[src/rtl/key_matrix_click_tracker_top_defines.svh]
// ----------------------------------------------------------------------------
// Key matrix click tracker assertion macros
// Concurrent assertion wrappers; compiled out when ASSERT_OFF is defined.
// ----------------------------------------------------------------------------
`ifndef KEY_MATRIX_CLICK_TRACKER_TOP_DEFINES_SVH
`define KEY_MATRIX_CLICK_TRACKER_TOP_DEFINES_SVH

`ifndef ASSERT_OFF
// checked only out of reset
`define KMCT_ASSERT(lbl, prop, msg) \
	lbl: assert property (@(posedge clk) disable iff (!arst_n) prop) else $error(msg);
// checked at every edge, reset included
`define KMCT_ASSERT_ALWAYS(lbl, prop, msg) \
	lbl: assert property (@(posedge clk) prop) else $error(msg);
`else
`define KMCT_ASSERT(lbl, prop, msg)
`define KMCT_ASSERT_ALWAYS(lbl, prop, msg)
`endif

`endif

[src/rtl/kmct_pkg.sv]
// ----------------------------------------------------------------------------
// Key matrix click tracker package
// Shared types, status codes and defaults.
// ----------------------------------------------------------------------------
package kmct_pkg;

	localparam int ROWS_DEF = 8;
	localparam int COLS_DEF = 8;

	localparam logic [15:0] WINDOW_RST = 16'd300;

	localparam logic [1:0] ST_IDLE = 2'd0;
	localparam logic [1:0] ST_RISE = 2'd1;
	localparam logic [1:0] ST_HELD = 2'd2;
	localparam logic [1:0] ST_FALL = 2'd3;

	typedef struct packed {
		logic        down;
		logic [31:0] press_start;
		logic [31:0] release_time;
		logic [7:0]  clicks;
	} key_entry_t;

endpackage

[src/rtl/kmct_key_store.sv]
// ----------------------------------------------------------------------------
// Key state store
// Per-key state memory with valid bits and write-to-read forwarding.
// ----------------------------------------------------------------------------
`include "key_matrix_click_tracker_top_defines.svh"

module kmct_key_store
	import kmct_pkg::*;
#(
	parameter int NKEYS = ROWS_DEF * COLS_DEF,
	localparam int IDX_W = (NKEYS > 1) ? $clog2(NKEYS) : 1
) (
	input  logic             clk,
	input  logic             arst_n,
	input  logic             rd_en,
	input  logic [IDX_W-1:0] rd_idx,
	output key_entry_t       rd_ent,
	input  logic             wr_en,
	input  logic [IDX_W-1:0] wr_idx,
	input  key_entry_t       wr_data
);

	key_entry_t       mem [NKEYS];
	logic [NKEYS-1:0] vld_q;
	key_entry_t       rd_data_q;
	logic             rd_vld_q;
	logic             hit_q;
	key_entry_t       fwd_q;

	always_ff @(posedge clk) begin
		if (wr_en) begin
			mem[wr_idx] <= wr_data;
		end
		if (rd_en) begin
			rd_data_q <= mem[rd_idx];
			fwd_q     <= wr_data;
		end
	end

	always_ff @(posedge clk or negedge arst_n) begin
		if (!arst_n) begin
			vld_q    <= '0;
			rd_vld_q <= 1'b0;
			hit_q    <= 1'b0;
		end else begin
			if (wr_en) begin
				vld_q[wr_idx] <= 1'b1;
			end
			if (rd_en) begin
				rd_vld_q <= vld_q[rd_idx];
				// same-cycle write to the key being read: take the new data
				hit_q    <= wr_en && (wr_idx == rd_idx);
			end
		end
	end

	always_comb begin
		if (hit_q) begin
			rd_ent = fwd_q;
		end else if (rd_vld_q) begin
			rd_ent = rd_data_q;
		end else begin
			rd_ent = '0;
		end
	end

	`KMCT_ASSERT(a_wr_idx_range, wr_en |-> (32'(wr_idx) < NKEYS), "store write out of range")
	`KMCT_ASSERT(a_hit_has_write, (rd_en && wr_en && wr_idx == rd_idx) |=> hit_q, "forward missed")
	`KMCT_ASSERT_ALWAYS(a_rst_clear, !arst_n |-> (vld_q == '0), "valid bits not cleared")

endmodule

[src/rtl/key_matrix_click_tracker_top.sv]
// ----------------------------------------------------------------------------
// Key matrix click tracker
// Per-key edge, hold time and multi-click tracking for sampled matrix keys.
// ----------------------------------------------------------------------------
// Each accepted sample passes the input register, then the result register.
// Throughput: one sample per cycle unless the output stalls; each is a
// read-modify-write of its key's entry, the registered memory read plus
// forwarding keeps back-to-back hits.
// Reset: asynchronous; valid bits for all entries clear at once, so every key
// reads as zero state with no clearing pass; window register returns to 300.
`include "key_matrix_click_tracker_top_defines.svh"

module key_matrix_click_tracker_top
	import kmct_pkg::*;
#(
	parameter int ROWS = ROWS_DEF,
	parameter int COLS = COLS_DEF
) (
	input  logic        clk,
	input  logic        arst_n,
	input  logic        cfg_wr_en,
	input  logic [15:0] cfg_wr_data,
	input  logic        in_valid,
	output logic        in_ready,
	input  logic [2:0]  key_row,
	input  logic [2:0]  key_col,
	input  logic        level,
	input  logic [31:0] now_ms,
	output logic        out_valid,
	input  logic        out_ready,
	output logic [1:0]  key_status,
	output logic [31:0] elapsed_ms,
	output logic [7:0]  click_count,
	output logic        is_down
);

	localparam int NKEYS = ROWS * COLS;
	localparam int IDX_W = (NKEYS > 1) ? $clog2(NKEYS) : 1;

	logic [15:0] window_q;

	logic             in_fire;
	logic             in_range;
	logic [IDX_W-1:0] key_idx;

	logic             valid_s1;
	logic             in_range_s1;
	logic [IDX_W-1:0] idx_s1;
	logic             level_s1;
	logic [31:0]      now_s1;

	logic       out_free;
	logic       s1_fire;
	logic       wr_en;
	key_entry_t ent;
	key_entry_t nxt;
	logic [31:0] base;
	logic [31:0] delta;
	logic [1:0]  status;
	logic [31:0] elapsed;

	logic        out_valid_q;
	logic [1:0]  status_q;
	logic [31:0] elapsed_q;
	logic [7:0]  clicks_q;
	logic        down_q;

	logic        down_st;
	logic        edge_out;
	logic        rise_out;

	always_ff @(posedge clk or negedge arst_n) begin
		if (!arst_n) begin
			window_q <= WINDOW_RST;
		end else if (cfg_wr_en) begin
			window_q <= cfg_wr_data;
		end
	end

	assign out_free = !out_valid_q || out_ready;
	assign s1_fire  = valid_s1 && out_free;
	assign in_ready = !valid_s1 || out_free;
	assign in_fire  = in_valid && in_ready;

	assign in_range = (32'(key_row) < ROWS) && (32'(key_col) < COLS);
	assign key_idx  = in_range ? IDX_W'(32'(key_row) * COLS + 32'(key_col)) : '0;

	always_ff @(posedge clk or negedge arst_n) begin
		if (!arst_n) begin
			valid_s1 <= 1'b0;
		end else if (in_ready) begin
			valid_s1 <= in_valid;
		end
	end

	always_ff @(posedge clk) begin
		if (in_fire) begin
			in_range_s1 <= in_range;
			idx_s1      <= key_idx;
			level_s1    <= level;
			now_s1      <= now_ms;
		end
	end

	assign wr_en = s1_fire && in_range_s1;

	kmct_key_store #(
		.NKEYS(NKEYS)
	) u_store (
		.clk    (clk),
		.arst_n (arst_n),
		.rd_en  (in_fire),
		.rd_idx (key_idx),
		.rd_ent (ent),
		.wr_en  (wr_en),
		.wr_idx (idx_s1),
		.wr_data(nxt)
	);

	// one subtract serves both hold time and release gap
	assign base  = level_s1 ? ent.press_start : ent.release_time;
	assign delta = now_s1 - base;

	always_comb begin
		nxt     = ent;
		status  = ST_IDLE;
		elapsed = '0;
		if (!in_range_s1) begin
			status  = ST_IDLE;
			elapsed = '0;
		end else if (level_s1) begin
			if (!ent.down) begin
				if (ent.clicks != 8'hFF) begin
					nxt.clicks = ent.clicks + 8'd1;
				end
				nxt.down        = 1'b1;
				nxt.press_start = now_s1;
				status          = ST_RISE;
			end else begin
				status  = ST_HELD;
				elapsed = delta;
			end
		end else begin
			if (!ent.down) begin
				status  = ST_IDLE;
				elapsed = delta;
				if (delta > {16'b0, window_q}) begin
					nxt.clicks = '0;
				end
			end else begin
				nxt.down         = 1'b0;
				nxt.release_time = now_s1;
				nxt.press_start  = '0;
				status           = ST_FALL;
			end
		end
	end

	always_ff @(posedge clk or negedge arst_n) begin
		if (!arst_n) begin
			out_valid_q <= 1'b0;
		end else if (s1_fire) begin
			out_valid_q <= 1'b1;
		end else if (out_ready) begin
			out_valid_q <= 1'b0;
		end
	end

	always_ff @(posedge clk) begin
		if (s1_fire) begin
			status_q  <= status;
			elapsed_q <= elapsed;
			clicks_q  <= in_range_s1 ? nxt.clicks : 8'd0;
			down_q    <= in_range_s1 && nxt.down;
		end
	end

	assign out_valid   = out_valid_q;
	assign key_status  = status_q;
	assign elapsed_ms  = elapsed_q;
	assign click_count = clicks_q;
	assign is_down     = down_q;

	assign down_st  = (key_status == ST_RISE) || (key_status == ST_HELD);
	assign edge_out = out_valid && ((key_status == ST_RISE) || (key_status == ST_FALL));
	assign rise_out = out_valid && (key_status == ST_RISE);

	`KMCT_ASSERT(a_down_match, out_valid |-> (is_down == down_st), "is_down disagrees with status")
	`KMCT_ASSERT(a_edge_zero, edge_out |-> (elapsed_ms == '0), "edge with nonzero elapsed")
	`KMCT_ASSERT(a_rise_clicks, rise_out |-> (click_count != 8'd0), "rising edge without click")
	`KMCT_ASSERT(a_full_stall, (valid_s1 && out_valid && !out_ready) |-> !in_ready, "stall ignored")
	`KMCT_ASSERT_ALWAYS(a_rst_out, !arst_n |-> !out_valid, "result valid in reset")

endmodule

[config.mk]
export PLATFORM = sky130hd
export DESIGN_NAME = key_matrix_click_tracker_top
export DESIGN_NICKNAME = d
export VERILOG_FILES = /design/src/rtl/kmct_pkg.sv /design/src/rtl/kmct_key_store.sv /design/src/rtl/key_matrix_click_tracker_top.sv
export VERILOG_INCLUDE_DIRS = /design/src /design/src/rtl
export SDC_FILE = /design/constraint.sdc
export NUM_CORES = 2
export LEC_CHECK = 0
export ABC_AREA = 0
export BUFFER_PORTS_ARGS = -buffer_cell sky130_fd_sc_hd__buf_2
export CORE_UTILIZATION = 30
export CTS_CLUSTER_SIZE = 28
export DETAILED_ROUTE_END_ITERATION = 6
export PLACE_DENSITY_LB_ADDON = 0.05
export SLEW_MARGIN = 10
export SYNTH_ARGS = -nofsm -noshare
export SYNTH_HDL_FRONTEND = slang
export SYNTH_MEMORY_MAX_BITS = 65536
export SYNTH_SLANG_ARGS = --single-unit
[constraint.sdc]
create_clock -name clk -period 11.05 [get_ports clk]
set_input_delay 0.5525 -clock clk [delete_from_list [all_inputs] [get_ports clk]]
set_output_delay 0.5525 -clock clk [all_outputs]
set_load 0.01 [all_outputs]
==> out/metrics.csv <==
metric,value,unit
outcome,"finished, final reports clean",
synth_top_flop_cell,edfxtp_1,
grt_pass1_vias,95123,
fin_skew,65.29,ps
async_flop_share,1.685,%
gp_congestion,0.7847,
firstDrtPassIters,5,
grt_pass1_wl,895600,um
synthMuxAreaShare,18.49,%
synth_area,0.1914,mm2
min_period_over_period,71.20,%
critPathTopFamily,compound AO/OA/AOI/OAI gates,
crit_top_cell,o21ai_0,
synth_edf_count,4900,
finalSetupTns,0,ps
crit_chain,nor2b_4 > buf_4 > a22oi_1 > mux2_2 > ha_1 > o211ai_1 > o21ai_0 > a21oi_1 > o21bai_1 > xor2_1 > ha_1 > nor2b_1 > o21ai_0 > o21ai_0 > nor3_1 > o211ai_1 > nor4_2 > nand4b_4 > a21oi_4 > buf_4,
finalHoldViolCount,0,
port_buffers,104,
critical_path_required,11860,ps
cp-start-kind,flip-flop,
fin_crit,7867,ps
syn2layout_area_growth,17.22,%
io_pins,105,
ys_ff_latch,4984,
ctsResizeCount,0,
netlist_top_cells_area,"edfxtp_1 (77%), mux4_2 (18%), dfrtp_1 (1.0%), clkbuf_1 (0.47%), ha_1 (0.31%)",
core_area,0.6361,mm2
syn_area_per_cell,24.55,um2
power_density,202.3,mW/mm2
slew_headroom,16.45,%
max_freq,127.1,MHz
p_total,45400,uW
synth_top_family_by_area,multiplexers,
slowest_delay,730,ps
maxSlewViolCount,0,
routed-via-count,90117,
start_util,30.09,%
crit_type,reg2reg,
dieArea,0.6412,mm2
cts_buffer_depth,4,
rsz0062_at_grt,false,
synth-compound-area-share,1.130,%
layout_commonest_cell,edfxtp_1,
cts_tree,done,
yosysTopAreaCell,edfxtp_1,
maxCapViolations,0,
fin_nets,8602,
wl_per_cell,38.45,um
yosysWarnings,0,
die_x,800.8,um
cpMaxStageDelayCell,buf_4,
yosysSeqAreaShare,77.97,%
finalSetupViolCount,0,
cts_num_sinks,4984,
crit_buf_inv,2,
path_max_fanout,54,
fillCellCount,58225,
crit_path_end_kind,flip-flop,
layout_common_cells,"edfxtp_1 (4,900), mux4_2 (1,554), clkbuf_16 (591), buf_4 (285), clkbuf_1 (163)",
fp-row-count,293,
vias_per_cell,5.182,
p_leak,0.06974,uW
grt_usage,20.51,%
r2r-start,u_store.hit_q,
path_clk_slew,60,ps
drt_iter0_markers,8359,
die_h,800.8,um
crit_start,u_store.hit_q,
synth.top_cell.area_share,76.87,%
antenna_found_initial,72,
ys_types,65,
drc,0,
syn_nets,7907,
overflow,0,
synthXorXnorAreaFrac,0.1922,%
yosys.area_share.adder,0.3242,%
final_layout_size_suffix_gt1_share,33.58,%
wl,668700,um
grt_max_degree,121,
worstMarginPinSlew,1253,ps
ir_drop,0.1575,mV
final_util,35.28,%
hold_class,in2async,
netlist_instances,7798,
synthSimpleGateAreaFrac,0.9714,%
clock_latency,1110,ps
h-tree-depth,6,
clock_tree.root_cell,clkbuf_16,
crit_arrival,8680,ps
hpwl,369900,um
numCtsBuffers,586,
postRouteAntennaNets,0,
r2r_slack,3180,ps
report_power, final:
part	switching (uW)	internal [uW]
Combinational	3160	1220
Clock	7970	10600
Sequential	120	22400
Total	11300	34100
final cells by class:
class,instances,area [um2],share of cell area (%)
antenna,19,47.55,0.02119
clock buffer,760,15480,6.901
clock inverter,301,2699,1.203
inverter,26,112.6,0.05019
multi-input combinational,2381,41810,18.63
sequential,4984,149300,66.52
tap,8407,10520,4.688
timing repair buffer,514,4454,1.985
per-layer routing:
layer  vias to the layer above  GRT usage (%)  part of all wire [%]
li1                      35406              -                     -
met1                     51735          27.79                    43
met2                      2233          35.47                    51
met3                       739          2.733                   4.2
met4                         4          4.137                   2.2
met5                         -              0                0.0040
worst paths after layout:
kind / end / cells past startpoint
hold reg to reg: u_store.vld_q[50] / 1
setup reg to reg: u_store.mem[14][1] / 20
setup / recovery: u_store.mem[14][1] / 20
min in group clk: window_q[0] / 2
max in group asynchronous: u_store.hit_q / 3
hold / removal: u_store.vld_q[19] / 2
cell usage after synthesis, drive strengths merged (10+ instances only):
cell type  count
edfxtp      4900
mux4        1554
clkbuf       238
buf          169
nor2         130
nand2         94
dfrtp         80
a21oi         77
a22oi         70
or2           65
ha            48
o21ai         43
o211ai        42
o31ai         34
mux2          32
xnor2         27
inv           26
nor2b         25
nand4         15
xor2          15
nand3         10
per-stage QoR:
stage / hold slack, ps / instances / worst slack, ps / area, um2
after floorplan: 256.9 / 7798 / 3414 / 191400
after global placement: 445.6 / 16231 / 3045 / 205300
after detailed placement: 447.7 / 16232 / 3173 / 205300
after CTS: 0.8245 / 17373 / 3107 / 224300
after global routing: 50.80 / 17374 / 2766 / 224300
final: 73.63 / 17392 / 3183 / 224400
repair_timing:
| item | CTS | global route |
|---|---|---|
| hold endpoints to repair | 81 | 0 |
| setup endpoints to repair | 0 | 0 |
| buffers inserted | 0 | 0 |
| hold buffers | 80 | 0 |
logic make-up after synthesis:
kind of cell	after synthesis
fa+ha+maj	49
mux	1590
flops	4984
compound gates	317
buf+inv	433
simple gates	383
xor+xnor	42
sequential cells by signal, summed over array words and instances (netlist names):
name	cells
u_store.rd_vld_q	1
u_store.fwd_q	73
out_valid	1
u_store.hit_q	1
u_store.vld_q	64
level_s1	1
now_s1	32
key_status	2
is_down	1
elapsed_ms	32
u_store.mem	4672
valid_s1	1
u_store.rd_data_q	73
window_q	16
click_count	8
idx_s1	6
(Power assumes the default switching activity.)
